### src/design/hcts_pkg.sv
// shared types, character codes and word tables for the close tag scanner
package hcts_pkg;

  localparam logic [7:0] ChLt    = 8'h3C;
  localparam logic [7:0] ChGt    = 8'h3E;
  localparam logic [7:0] ChSlash = 8'h2F;
  localparam logic [7:0] ChDq    = 8'h22;
  localparam logic [7:0] ChSq    = 8'h27;

  typedef enum logic [1:0] {
    KIND_SCRIPT = 2'd0,
    KIND_STYLE  = 2'd1,
    KIND_HEAD   = 2'd2,
    KIND_ALT    = 2'd3
  } kind_e;

  typedef enum logic [1:0] {
    PH_LEAD  = 2'd0,
    PH_SLASH = 2'd1,
    PH_WORD  = 2'd2,
    PH_DONE  = 2'd3
  } phase_e;

  typedef enum logic [1:0] {
    VER_OPEN  = 2'd0,
    VER_MATCH = 2'd1,
    VER_FAIL  = 2'd2
  } verdict_e;

  typedef enum logic [1:0] {
    QT_NONE   = 2'd0,
    QT_DOUBLE = 2'd1,
    QT_SINGLE = 2'd2
  } quote_e;

  typedef struct packed {
    logic [7:0] data_byte;
    logic       end_of_stream;
  } step_t;

  typedef struct packed {
    logic valid;
    logic status;
  } res_t;

  function automatic logic is_ws(input logic [7:0] c);
    return (c == 8'h20) || ((c >= 8'h09) && (c <= 8'h0D));
  endfunction

  function automatic logic [7:0] to_lower(input logic [7:0] c);
    return ((c >= 8'h41) && (c <= 8'h5A)) ? (c + 8'd32) : c;
  endfunction

  function automatic logic [2:0] word_len(input kind_e k);
    logic [2:0] n;
    unique case (k)
      KIND_STYLE: n = 3'd5;
      KIND_HEAD:  n = 3'd4;
      default:    n = 3'd6;
    endcase
    return n;
  endfunction

  function automatic logic [7:0] word_char(input kind_e k, input logic [2:0] pos);
    logic [7:0] ch;
    ch = 8'h00;
    unique case (k)
      KIND_STYLE: begin
        case (pos)
          3'd0:    ch = 8'h73;
          3'd1:    ch = 8'h74;
          3'd2:    ch = 8'h79;
          3'd3:    ch = 8'h6C;
          3'd4:    ch = 8'h65;
          default: ch = 8'h00;
        endcase
      end
      KIND_HEAD: begin
        case (pos)
          3'd0:    ch = 8'h68;
          3'd1:    ch = 8'h65;
          3'd2:    ch = 8'h61;
          3'd3:    ch = 8'h64;
          default: ch = 8'h00;
        endcase
      end
      default: begin
        case (pos)
          3'd0:    ch = 8'h73;
          3'd1:    ch = 8'h63;
          3'd2:    ch = 8'h72;
          3'd3:    ch = 8'h69;
          3'd4:    ch = 8'h70;
          3'd5:    ch = 8'h74;
          default: ch = 8'h00;
        endcase
      end
    endcase
    return ch;
  endfunction

endpackage

### src/design/hcts_scan.sv
// scan state registers and the per-byte tag and close word matcher
module hcts_scan #(
  parameter int TAG_BUFFER_SIZE = 256
) (
  input  logic             clk_i,
  input  logic             rst_ni,
  input  logic             step_i,
  input  hcts_pkg::step_t  item_i,
  input  hcts_pkg::kind_e  kind_i,
  output hcts_pkg::res_t   res_o
);

  localparam int LenW = $clog2(TAG_BUFFER_SIZE);
  localparam logic [LenW-1:0] LenLimit = LenW'(TAG_BUFFER_SIZE - 2);

  logic                 inside_q, inside_d;
  logic [LenW-1:0]      len_q, len_d;
  hcts_pkg::quote_e     quote_q, quote_d;
  hcts_pkg::phase_e     phase_q, phase_d;
  logic [2:0]           pos_q, pos_d;
  hcts_pkg::verdict_e   verdict_q, verdict_d;

  logic [7:0] c;
  logic       ended;
  logic       matched;
  logic [2:0] wlen;

  assign c    = item_i.data_byte;
  assign wlen = hcts_pkg::word_len(kind_i);

  always_comb begin
    inside_d  = inside_q;
    len_d     = len_q;
    quote_d   = quote_q;
    phase_d   = phase_q;
    pos_d     = pos_q;
    verdict_d = verdict_q;
    ended     = 1'b0;
    matched   = 1'b0;
    res_o     = '0;
    if (item_i.end_of_stream) begin
      inside_d     = 1'b0;
      len_d        = '0;
      quote_d      = hcts_pkg::QT_NONE;
      phase_d      = hcts_pkg::PH_LEAD;
      pos_d        = '0;
      verdict_d    = hcts_pkg::VER_OPEN;
      res_o.valid  = 1'b1;
      res_o.status = 1'b1;
    end else if (!inside_q) begin
      if (c == hcts_pkg::ChLt) begin
        inside_d  = 1'b1;
        len_d     = LenW'(1);
        quote_d   = hcts_pkg::QT_NONE;
        phase_d   = hcts_pkg::PH_LEAD;
        pos_d     = '0;
        verdict_d = hcts_pkg::VER_OPEN;
      end
    end else begin
      len_d = len_q + LenW'(1);
      // close word matcher, ignores quoting
      if (verdict_q == hcts_pkg::VER_OPEN) begin
        unique case (phase_q)
          hcts_pkg::PH_LEAD: begin
            if (c == hcts_pkg::ChSlash) begin
              phase_d = hcts_pkg::PH_SLASH;
            end else if (!hcts_pkg::is_ws(c)) begin
              verdict_d = hcts_pkg::VER_FAIL;
            end
          end
          hcts_pkg::PH_SLASH, hcts_pkg::PH_WORD: begin
            if (!((phase_q == hcts_pkg::PH_SLASH) && hcts_pkg::is_ws(c))) begin
              if ((pos_q < wlen) &&
                  (hcts_pkg::to_lower(c) == hcts_pkg::word_char(kind_i, pos_q))) begin
                pos_d   = pos_q + 3'd1;
                phase_d = ((pos_q + 3'd1) >= wlen) ? hcts_pkg::PH_DONE
                                                   : hcts_pkg::PH_WORD;
              end else begin
                verdict_d = hcts_pkg::VER_FAIL;
              end
            end
          end
          default: begin
            if (hcts_pkg::is_ws(c) || (c == hcts_pkg::ChGt) || (c == hcts_pkg::ChSlash)) begin
              verdict_d = hcts_pkg::VER_MATCH;
            end else begin
              verdict_d = hcts_pkg::VER_FAIL;
            end
          end
        endcase
      end
      // quote tracking and tag end
      if (quote_q != hcts_pkg::QT_NONE) begin
        if (((quote_q == hcts_pkg::QT_DOUBLE) && (c == hcts_pkg::ChDq)) ||
            ((quote_q == hcts_pkg::QT_SINGLE) && (c == hcts_pkg::ChSq))) begin
          quote_d = hcts_pkg::QT_NONE;
        end
      end else if (c == hcts_pkg::ChDq) begin
        quote_d = hcts_pkg::QT_DOUBLE;
      end else if (c == hcts_pkg::ChSq) begin
        quote_d = hcts_pkg::QT_SINGLE;
      end else if (c == hcts_pkg::ChGt) begin
        ended = 1'b1;
      end
      if (len_d >= LenLimit) begin
        ended = 1'b1;
      end
      if (ended) begin
        matched = (verdict_d == hcts_pkg::VER_MATCH) ||
                  ((verdict_d == hcts_pkg::VER_OPEN) && (phase_d == hcts_pkg::PH_DONE));
        inside_d     = 1'b0;
        len_d        = '0;
        quote_d      = hcts_pkg::QT_NONE;
        phase_d      = hcts_pkg::PH_LEAD;
        pos_d        = '0;
        verdict_d    = hcts_pkg::VER_OPEN;
        res_o.valid  = matched;
        res_o.status = 1'b0;
      end
    end
  end

  always_ff @(posedge clk_i or negedge rst_ni) begin
    if (!rst_ni) begin
      inside_q  <= 1'b0;
      len_q     <= '0;
      quote_q   <= hcts_pkg::QT_NONE;
      phase_q   <= hcts_pkg::PH_LEAD;
      pos_q     <= '0;
      verdict_q <= hcts_pkg::VER_OPEN;
    end else if (step_i) begin
      inside_q  <= inside_d;
      len_q     <= len_d;
      quote_q   <= quote_d;
      phase_q   <= phase_d;
      pos_q     <= pos_d;
      verdict_q <= verdict_d;
    end
  end

endmodule

### src/design/hcts_out.sv
// result register on the output channel
module hcts_out (
  input  logic           clk_i,
  input  logic           rst_ni,
  input  logic           load_i,
  input  hcts_pkg::res_t res_i,
  output logic           ready_o,
  output logic           out_valid_o,
  input  logic           out_stall_i,
  output logic           status_o
);

  logic valid_q, valid_d;
  logic status_q;

  assign ready_o = !valid_q || !out_stall_i;

  always_comb begin
    valid_d = valid_q;
    if (load_i && res_i.valid) begin
      valid_d = 1'b1;
    end else if (!out_stall_i) begin
      valid_d = 1'b0;
    end
  end

  always_ff @(posedge clk_i or negedge rst_ni) begin
    if (!rst_ni) begin
      valid_q <= 1'b0;
    end else begin
      valid_q <= valid_d;
    end
  end

  always_ff @(posedge clk_i) begin
    if (load_i && res_i.valid) begin
      status_q <= res_i.status;
    end
  end

  assign out_valid_o = valid_q;
  assign status_o    = status_q;

endmodule

### src/design/html_embedded_close_tag_scanner.sv
// top level of the embedded script, style and head close tag scanner
// an input transfer is held in the input register, then its result in the output register
// throughput: one byte per cycle, set by the single pass from input register to result register
// stall on the input follows a held result at the output register
// reset clears the scan state and selects the script word; no clearing pass
module html_embedded_close_tag_scanner #(
  parameter int TAG_BUFFER_SIZE = 256
) (
  input  logic       clk_i,
  input  logic       rst_ni,
  input  logic       in_valid_i,
  output logic       in_stall_o,
  input  logic [7:0] data_byte_i,
  input  logic       end_of_stream_i,
  output logic       out_valid_o,
  input  logic       out_stall_i,
  output logic       status_o,
  input  logic       cfg_valid_i,
  output logic       cfg_ready_o,
  input  logic [1:0] cfg_data_i
);

  logic             in_v_q, in_v_d;
  hcts_pkg::step_t  in_q;
  hcts_pkg::kind_e  kind_q;
  hcts_pkg::res_t   res;
  logic             out_ready;
  logic             step;
  logic             in_xfer;

  assign step        = in_v_q && out_ready;
  assign in_stall_o  = in_v_q && !out_ready;
  assign in_xfer     = in_valid_i && !in_stall_o;
  assign cfg_ready_o = 1'b1;

  always_comb begin
    in_v_d = in_v_q;
    if (in_xfer) begin
      in_v_d = 1'b1;
    end else if (step) begin
      in_v_d = 1'b0;
    end
  end

  always_ff @(posedge clk_i or negedge rst_ni) begin
    if (!rst_ni) begin
      in_v_q <= 1'b0;
      kind_q <= hcts_pkg::KIND_SCRIPT;
    end else begin
      in_v_q <= in_v_d;
      if (cfg_valid_i && cfg_ready_o) begin
        kind_q <= hcts_pkg::kind_e'(cfg_data_i);
      end
    end
  end

  always_ff @(posedge clk_i) begin
    if (in_xfer) begin
      in_q.data_byte     <= data_byte_i;
      in_q.end_of_stream <= end_of_stream_i;
    end
  end

  hcts_scan #(
    .TAG_BUFFER_SIZE(TAG_BUFFER_SIZE)
  ) u_scan (
    .clk_i  (clk_i),
    .rst_ni (rst_ni),
    .step_i (step),
    .item_i (in_q),
    .kind_i (kind_q),
    .res_o  (res)
  );

  hcts_out u_out (
    .clk_i       (clk_i),
    .rst_ni      (rst_ni),
    .load_i      (step),
    .res_i       (res),
    .ready_o     (out_ready),
    .out_valid_o (out_valid_o),
    .out_stall_i (out_stall_i),
    .status_o    (status_o)
  );

endmodule
### config.mk
export PLATFORM = sky130hd
export DESIGN_NAME = html_embedded_close_tag_scanner
export DESIGN_NICKNAME = d
export VERILOG_FILES = /design/src/design/hcts_pkg.sv /design/src/design/hcts_scan.sv /design/src/design/hcts_out.sv /design/src/design/html_embedded_close_tag_scanner.sv
export SDC_FILE = /design/constraint.sdc
export NUM_CORES = 1
export LEC_CHECK = 0
export BUFFER_PORTS_ARGS = -buffer_cell sky130_fd_sc_hd__buf_2
export CORE_MARGIN = 8
export CORE_UTILIZATION = 55
export DETAILED_ROUTE_END_ITERATION = 8
export MAX_ROUTING_LAYER = met4
export PLACE_DENSITY_LB_ADDON = 0.1
export SLEW_MARGIN = 20
export SYNTH_ARGS = -nofsm -noshare
export SYNTH_HDL_FRONTEND = slang
export SYNTH_SLANG_ARGS = --single-unit
### constraint.sdc
create_clock -name clk_i -period 3.41 [get_ports clk_i]
set_input_delay 0.682 -clock clk_i [delete_from_list [all_inputs] [get_ports clk_i]]
set_output_delay 0.682 -clock clk_i [all_outputs]
set_load 0.05 [all_outputs]
Word-level counts from Yosys, hierarchy flattened. Cells that the tools add are included. W data, S select, Z words.

$add $sub $neg: 3. $mul: 0. Divide/modulo/power cells: 0. Order comparisons: 7. Equal/unequal tests: 27. Shifts and indexed selects: 0. Multiplexer cells: 72. Bitwise operators: 0. Reduce and logical (&&, ||, !) cells: 32.

Operators by type and width (number): $mux W8 (10); $mux W2 (31); $eq A8 B6 Y1 const B (6); $pmux W7 S6 (1); $pmux W7 S5 (1); $pmux W7 S4 (1); $mux W3 (8); $mux W1 (16); $ne A4 B4 Y1 const B (4); $pmux W8 S2 (1); $pmux W2 S2 (3); $logic_and A1 B1 Y1 (11); $add A8 B1 Y8 const B (1); $add A8 B6 Y8 const B (1); $eq A2 B1 Y1 const B (4); $eq A2 B2 Y1 const B (4); $eq A8 B8 Y1 (1); $ge A8 B4 Y1 const B (1); $ge A8 B7 Y1 const B (1); $ge A8 B8 Y1 const B (1); $le A8 B4 Y1 const B (1); $le A8 B7 Y1 const B (1); $eq A3 B2 Y1 const B (2); $eq A3 B3 Y1 const B (2); 17 further kinds (28).

Bits in registers: 32. Bits in latches: 0. RAM bits: 0. ROM bits: 0. Input port bits: 16. Output and inout port bits: 4. Logic and storage cells: 153. Memories kept: 0.

Longest topological paths before layout.
Depth in word-level cells: 25. Mapped depth: 13. Mapped depth without buffers: 11.

Modules after synthesis. Synthesis repeated with hierarchy kept, for this count alone.

Cell total of the unflattened synthesis: 273. Area total of the unflattened synthesis: 2458.6 sq um.

By module, submodules not included: hcts_scan (times used 1, cells an instance 247, area each 1960.6 sq um, seq. area each 450.4 sq um); html_embedded_close_tag_scanner (times used 1, cells an instance 21, area each 422.9 sq um, seq. area each 345.3 sq um); hcts_out (times used 1, cells an instance 5, area each 75.1 sq um, seq. area each 55.1 sq um).

Worst setup path after synthesis. OpenSTA, ideal clock, no wires.

Path type: register -> register. Start point: reg u_scan.pos_q[0]. End point: reg u_out.status_q (netlist: u_out.status_o), enable pin. Library setup time: 0.307 ns. Arrival time: 2.542 ns. Data required time: 3.103 ns. Setup slack: 0.560 ns. Stages on the path, launching flop included: 11. Buffers on the path: 1. Clock period less this slack: 2.850 ns. Cells stage by stage: dfrtp_1 ha_1 ha_1 and2b_1 or4b_1 o311ai_2 mux2_1 nand4_2 buf_6 or3b_1 a31oi_1.

Word-level cells in the longest chain between the ends: 23. Elaborated cells on any way between the ends: 42. Those cells by class: add/sub: 1; order compare: 2; eq/ne: 8; mux: 25; reduce/logical: 6.

Ends and longest elaborated chain: from (decl) (line hcts_scan.sv:20) `logic [2:0] pos_q, pos_d;`; from (signal assigned) (line hcts_scan.sv:136) `pos_q <= pos_d;`; $eq A3 B3 Y1, or another cell as far along (line hcts_pkg.sv:88) `case (pos)`; $pmux W7 S6, or another cell as far along (line hcts_pkg.sv:88); $pmux W8 S2 (line hcts_pkg.sv:67) `unique case (k)`; $mux W8 (line hcts_scan.sv:72) `if (!((phase_q == hcts_pkg::PH_SLASH) && hcts_pkg::is_ws(c))) begin`; $mux W8 (line hcts_scan.sv:63) `unique case (phase_q)`; $mux W8 (line hcts_scan.sv:62) `if (verdict_q == hcts_pkg::VER_OPEN) begin`; $mux W8 (line hcts_scan.sv:50) `end else if (!inside_q) begin`; $mux W8 (line hcts_scan.sv:41) `if (item_i.end_of_stream) begin`; [... 7 more ...]; $mux W2 (line hcts_scan.sv:41); $eq A2 B2 Y1 / $logic_not A2 Y1 (equally long branches) (line hcts_scan.sv:110) `((verdict_d == hcts_pkg::VER_OPEN) && (phase_d == hcts_pkg::PH_DONE));`; $logic_and A1 B1 Y1 (line hcts_scan.sv:110); $logic_or A1 B1 Y1 * (line hcts_scan.sv:109) `matched = (verdict_d == hcts_pkg::VER_MATCH) ||`; $mux W2 * (line hcts_scan.sv:108) `if (ended) begin`; $mux W2 * (line hcts_scan.sv:50); $mux W2 * (line hcts_scan.sv:41); $logic_and A1 B1 Y1 * (line hcts_out.sv:36) `if (load_i && res_i.valid) begin`; to (signal assigned) (line hcts_out.sv:37) `status_q <= res_i.status;`; to (decl) (line hcts_out.sv:14) `logic status_q;`.

Every way passes the cells marked *; elsewhere a longest branch is shown, timed or not. The select of a mux whose other input is x is not followed. A chain may end at the register's enable or synchronous reset.

Worst setup path in the final report. Ends and elaborated chain as after synthesis.

==> flow_metrics.tcl <==
set metrics [dict create \
    outcome "completed" \
    synth_area_leaders "dfrtp_1 (22%), edfxtp_1 (12%), ha_1 (8.5%), nand2_1 (4.4%), o31ai_1 (3.0%)" \
    yosysWarnings 0 \
    r2r_end "u_out.status_o" \
    synth_xor_area_share_pct 1.055 \
    ff2ff_setup_slack_ps 380 \
    pwr-share-comb_pct 15.8 \
    muxShareOfSynthArea_pct 1.306 \
    grt-ovfl-total 0 \
    grt_max_degree 23 \
    startpoint "u_scan.pos_q[0]" \
    start_kind "register" \
    yosys.area_share.simple_pct 25.06 \
    rsz0062_at_grt "false" \
    n_antenna_cell 0 \
    row_count 24 \
    synth.distinct_cells 61 \
    p_int_uw 651.5 \
    cts_inserted_buffers 5 \
    portBuffers 18 \
    pwr-share-clk_pct 36.1 \
    synth_top_family_by_area "simple AND/OR/NAND/NOR gates" \
    timing.slew.headroom_pct 63.42 \
    cts_hold_buffers 0 \
    syn-cell-area_um2 2491 \
    power_density_nw_per_um2 330.7 \
    synth.avg_cell_area_um2 8.741 \
    timing.rr.start "u_scan.pos_q[0]" \
    switching_share_pct 27.25 \
    critPathArrivalTime_ps 3030 \
    coreArea_um2 4354 \
    worst-path-max-fanout 7 \
    cts_max_path_buffers 2 \
    post_cts_resized 0 \
    async_flop_share_pct 68.75 \
    syn2layout_area_growth_pct 8.689 \
    drt_iter0_markers 156 \
    drv_cap 0 \
    hpwl_mm 4.039 \
    worstSetupEndpointType "register" \
    routed_via_density 6.093 \
    postCtsSetupBuffers 0 \
    drive_gt1_share_pct 11.59 \
    ios 20 \
    ys_seq_area_share_pct 34.15 \
    fmax_ghz 0.3296 \
    grtUsageTotal_pct 16.86 \
    crit_type "reg2reg" \
    worstMarginPinSlew_ps 548.7 \
    grt_pass1_vias 2010 \
    drv_slew 0 \
    drt-pass1-iter-count 5 \
    final_net_count 334 \
    htreeDepth 2 \
    setup_viol 0 \
    p_seq_share_pct 48.1 \
    stdcell_count 354 \
    yosysTopAreaCellShare_pct 22.10 \
    synth-compound-area-share_pct 23.66 \
    fin_crit_sh_pct 88.96 \
    synth-seq-cells 32 \
    critPathRequiredTime_ps 3400 \
    drc 0 \
    grt_antenna_before_repair 0 \
    tns_ps 0 \
    yosysTopAreaCell "dfrtp_1" \
    syn-instance-count 285 \
    power.leakage_uw 0.001169 \
    worstSkewPairLatency_ps 280 \
    wirelength_mm 5.523 \
    reg2reg_depth 9 \
    clock-root-buffer "clkbuf_8" \
    hold_class "in2async" \
    synth_flop_cell "dfrtp_1" \
    grt_pass1_wl_mm 9.597 \
    die_w_um 83.30 \
    final.setup_skew_ps 6.521 \
    layout_min_cycle_time_ps 3034 \
    synth-edff-count 10 \
    clkSlewWorstSetupHoldPaths_ps 70 \
    vdd_drop_max_v 0.0002973 \
    wl_per_cell_um 15.60 \
    dp.cells 346 \
    ant_nets 0 \
    synthAdderAreaFrac_pct 8.538 \
    cts_tree "done" \
    dieArea_um2 6939 \
    start_util_pct 57.21 \
    via_count 2157 \
    p_sw_uw 244.0 \
    synth_fp_nets 318 \
    die_h_um 83.30 \
    cts_sinks 32 \
    hold_viol 0 \
    place.gp.congestion 0.8576 \
]
[flip-flops by register name, indices dropped and copies added, names as in the netlist]
register	cells
u_scan.phase_q	2
u_scan.len_q	8
u_out.status_o	1
u_scan.pos_q	3
u_scan.quote_q	2
u_out.out_valid_o	1
in_q	9
u_scan.inside_q	1
in_v_q	1
u_scan.verdict_q	2
kind_q	2
[per-layer routing]
metal	vias to the layer above	global-route usage (%)	wire (µm)
li1	1094	-	-
met1	1030	22.60	2849
met2	28	25.18	2488
met3	5	3.027	117
met4	0	4.952	68
met5	-	-	0
[stage by stage]
step           setup WS, ps  hold WS (ps)  utilization, %  power [µW]  cell area, µm²
6_report              376.4         375.9           62.18       895.5            2708
5_1_grt               217.7         421.5           62.18       935.4            2708
4_1_cts               392.0         394.8           62.18       901.2            2708
3_5_place_dp          427.0         498.5           59.89       578.3            2608
3_3_place_gp          462.4         492.7           59.89       576.7            2608
2_1_floorplan         560.3         386.4               -       540.1            2491
[worst max-delay path, cell delays in order, from the launching register on]
cell      delay, ps
dfrtp_1         450
ha_1            290
ha_1            240
and2b_1         240
or4b_1          470
o311ai_2        100
mux2_1          190
nand4_2         180
or3b_1          410
a31oi_1         180
[area by class of cell]
class	count	area, µm²
clock buffer	8	100.1
fill	365	1647
inverter	18	67.56
multi-input combinational	220	1489
sequential	32	850.8
tap	52	65.06
timing repair buffer	24	135.1
[how the worst max path moves through the flow]
stage                                 to  slack, ps  cells after the start
after floorplan           u_out.status_o        560                     10
final                     u_out.status_o        380                      9
after global routing      u_out.status_o        220                      9
after CTS                 u_out.status_o        390                      9
after detailed placement  u_out.status_o        430                      9
after global placement    u_out.status_o        460                      9
[synthesized netlist by cell type, types with 8 or more instances]
master and instances:
or3_1 9, and3_1 9, nand3_1 11, ha_1 17
a21oi_1 8, nand2_1 29, o31ai_1 10, dfrtp_1 22
o21ai_0 13, nor3_1 10, inv_1 18, edfxtp_1 10
nor2_1 14
[cell usage in the layout, fill, tap and decap left out, types with 2 or more instances in the layout]
cell and count:
nor3_1 10, nand3b_1 6, a22o_1 3, o211ai_1 4, and4_1 2, buf_2 18, o41ai_1 3, a21oi_1 8
a2bb2oi_1 2, o21ai_0 13, clkbuf_8 7, nand3_1 11, a21o_1 6, nand2_1 29, buf_4 6, dfrtp_1 22
nand4_1 2, and3_1 9, nand2b_1 7, a31oi_1 6, nor2_1 14, o221ai_1 2, inv_1 18, ha_1 17
o21ai_1 4, or3_1 9, and2_1 2, o31ai_1 10, edfxtp_1 10, a211oi_1 3, xor2_1 2, o21a_1 3
mux2_1 2, nor2b_1 5
[power by group through the flow]
stage	sequential, µW	clock (µW)	combinational [µW]
floorplan	432	0	108
global placement	437	0	139
detailed placement	437	0	141
CTS	430	330	142
global route	433	345	158
finish	430	324	142
[logic make-up after synthesis]
| logic type | count (synthesis) |
|---|---|
| mux | 3 |
| compound gates | 81 |
| flops | 32 |
| fa+ha+maj | 17 |
| xor+xnor | 3 |
| other cells | 1 |
| simple gates | 115 |
| buf+inv | 33 |
No activity file was read; power rests on OpenSTA's default activity.
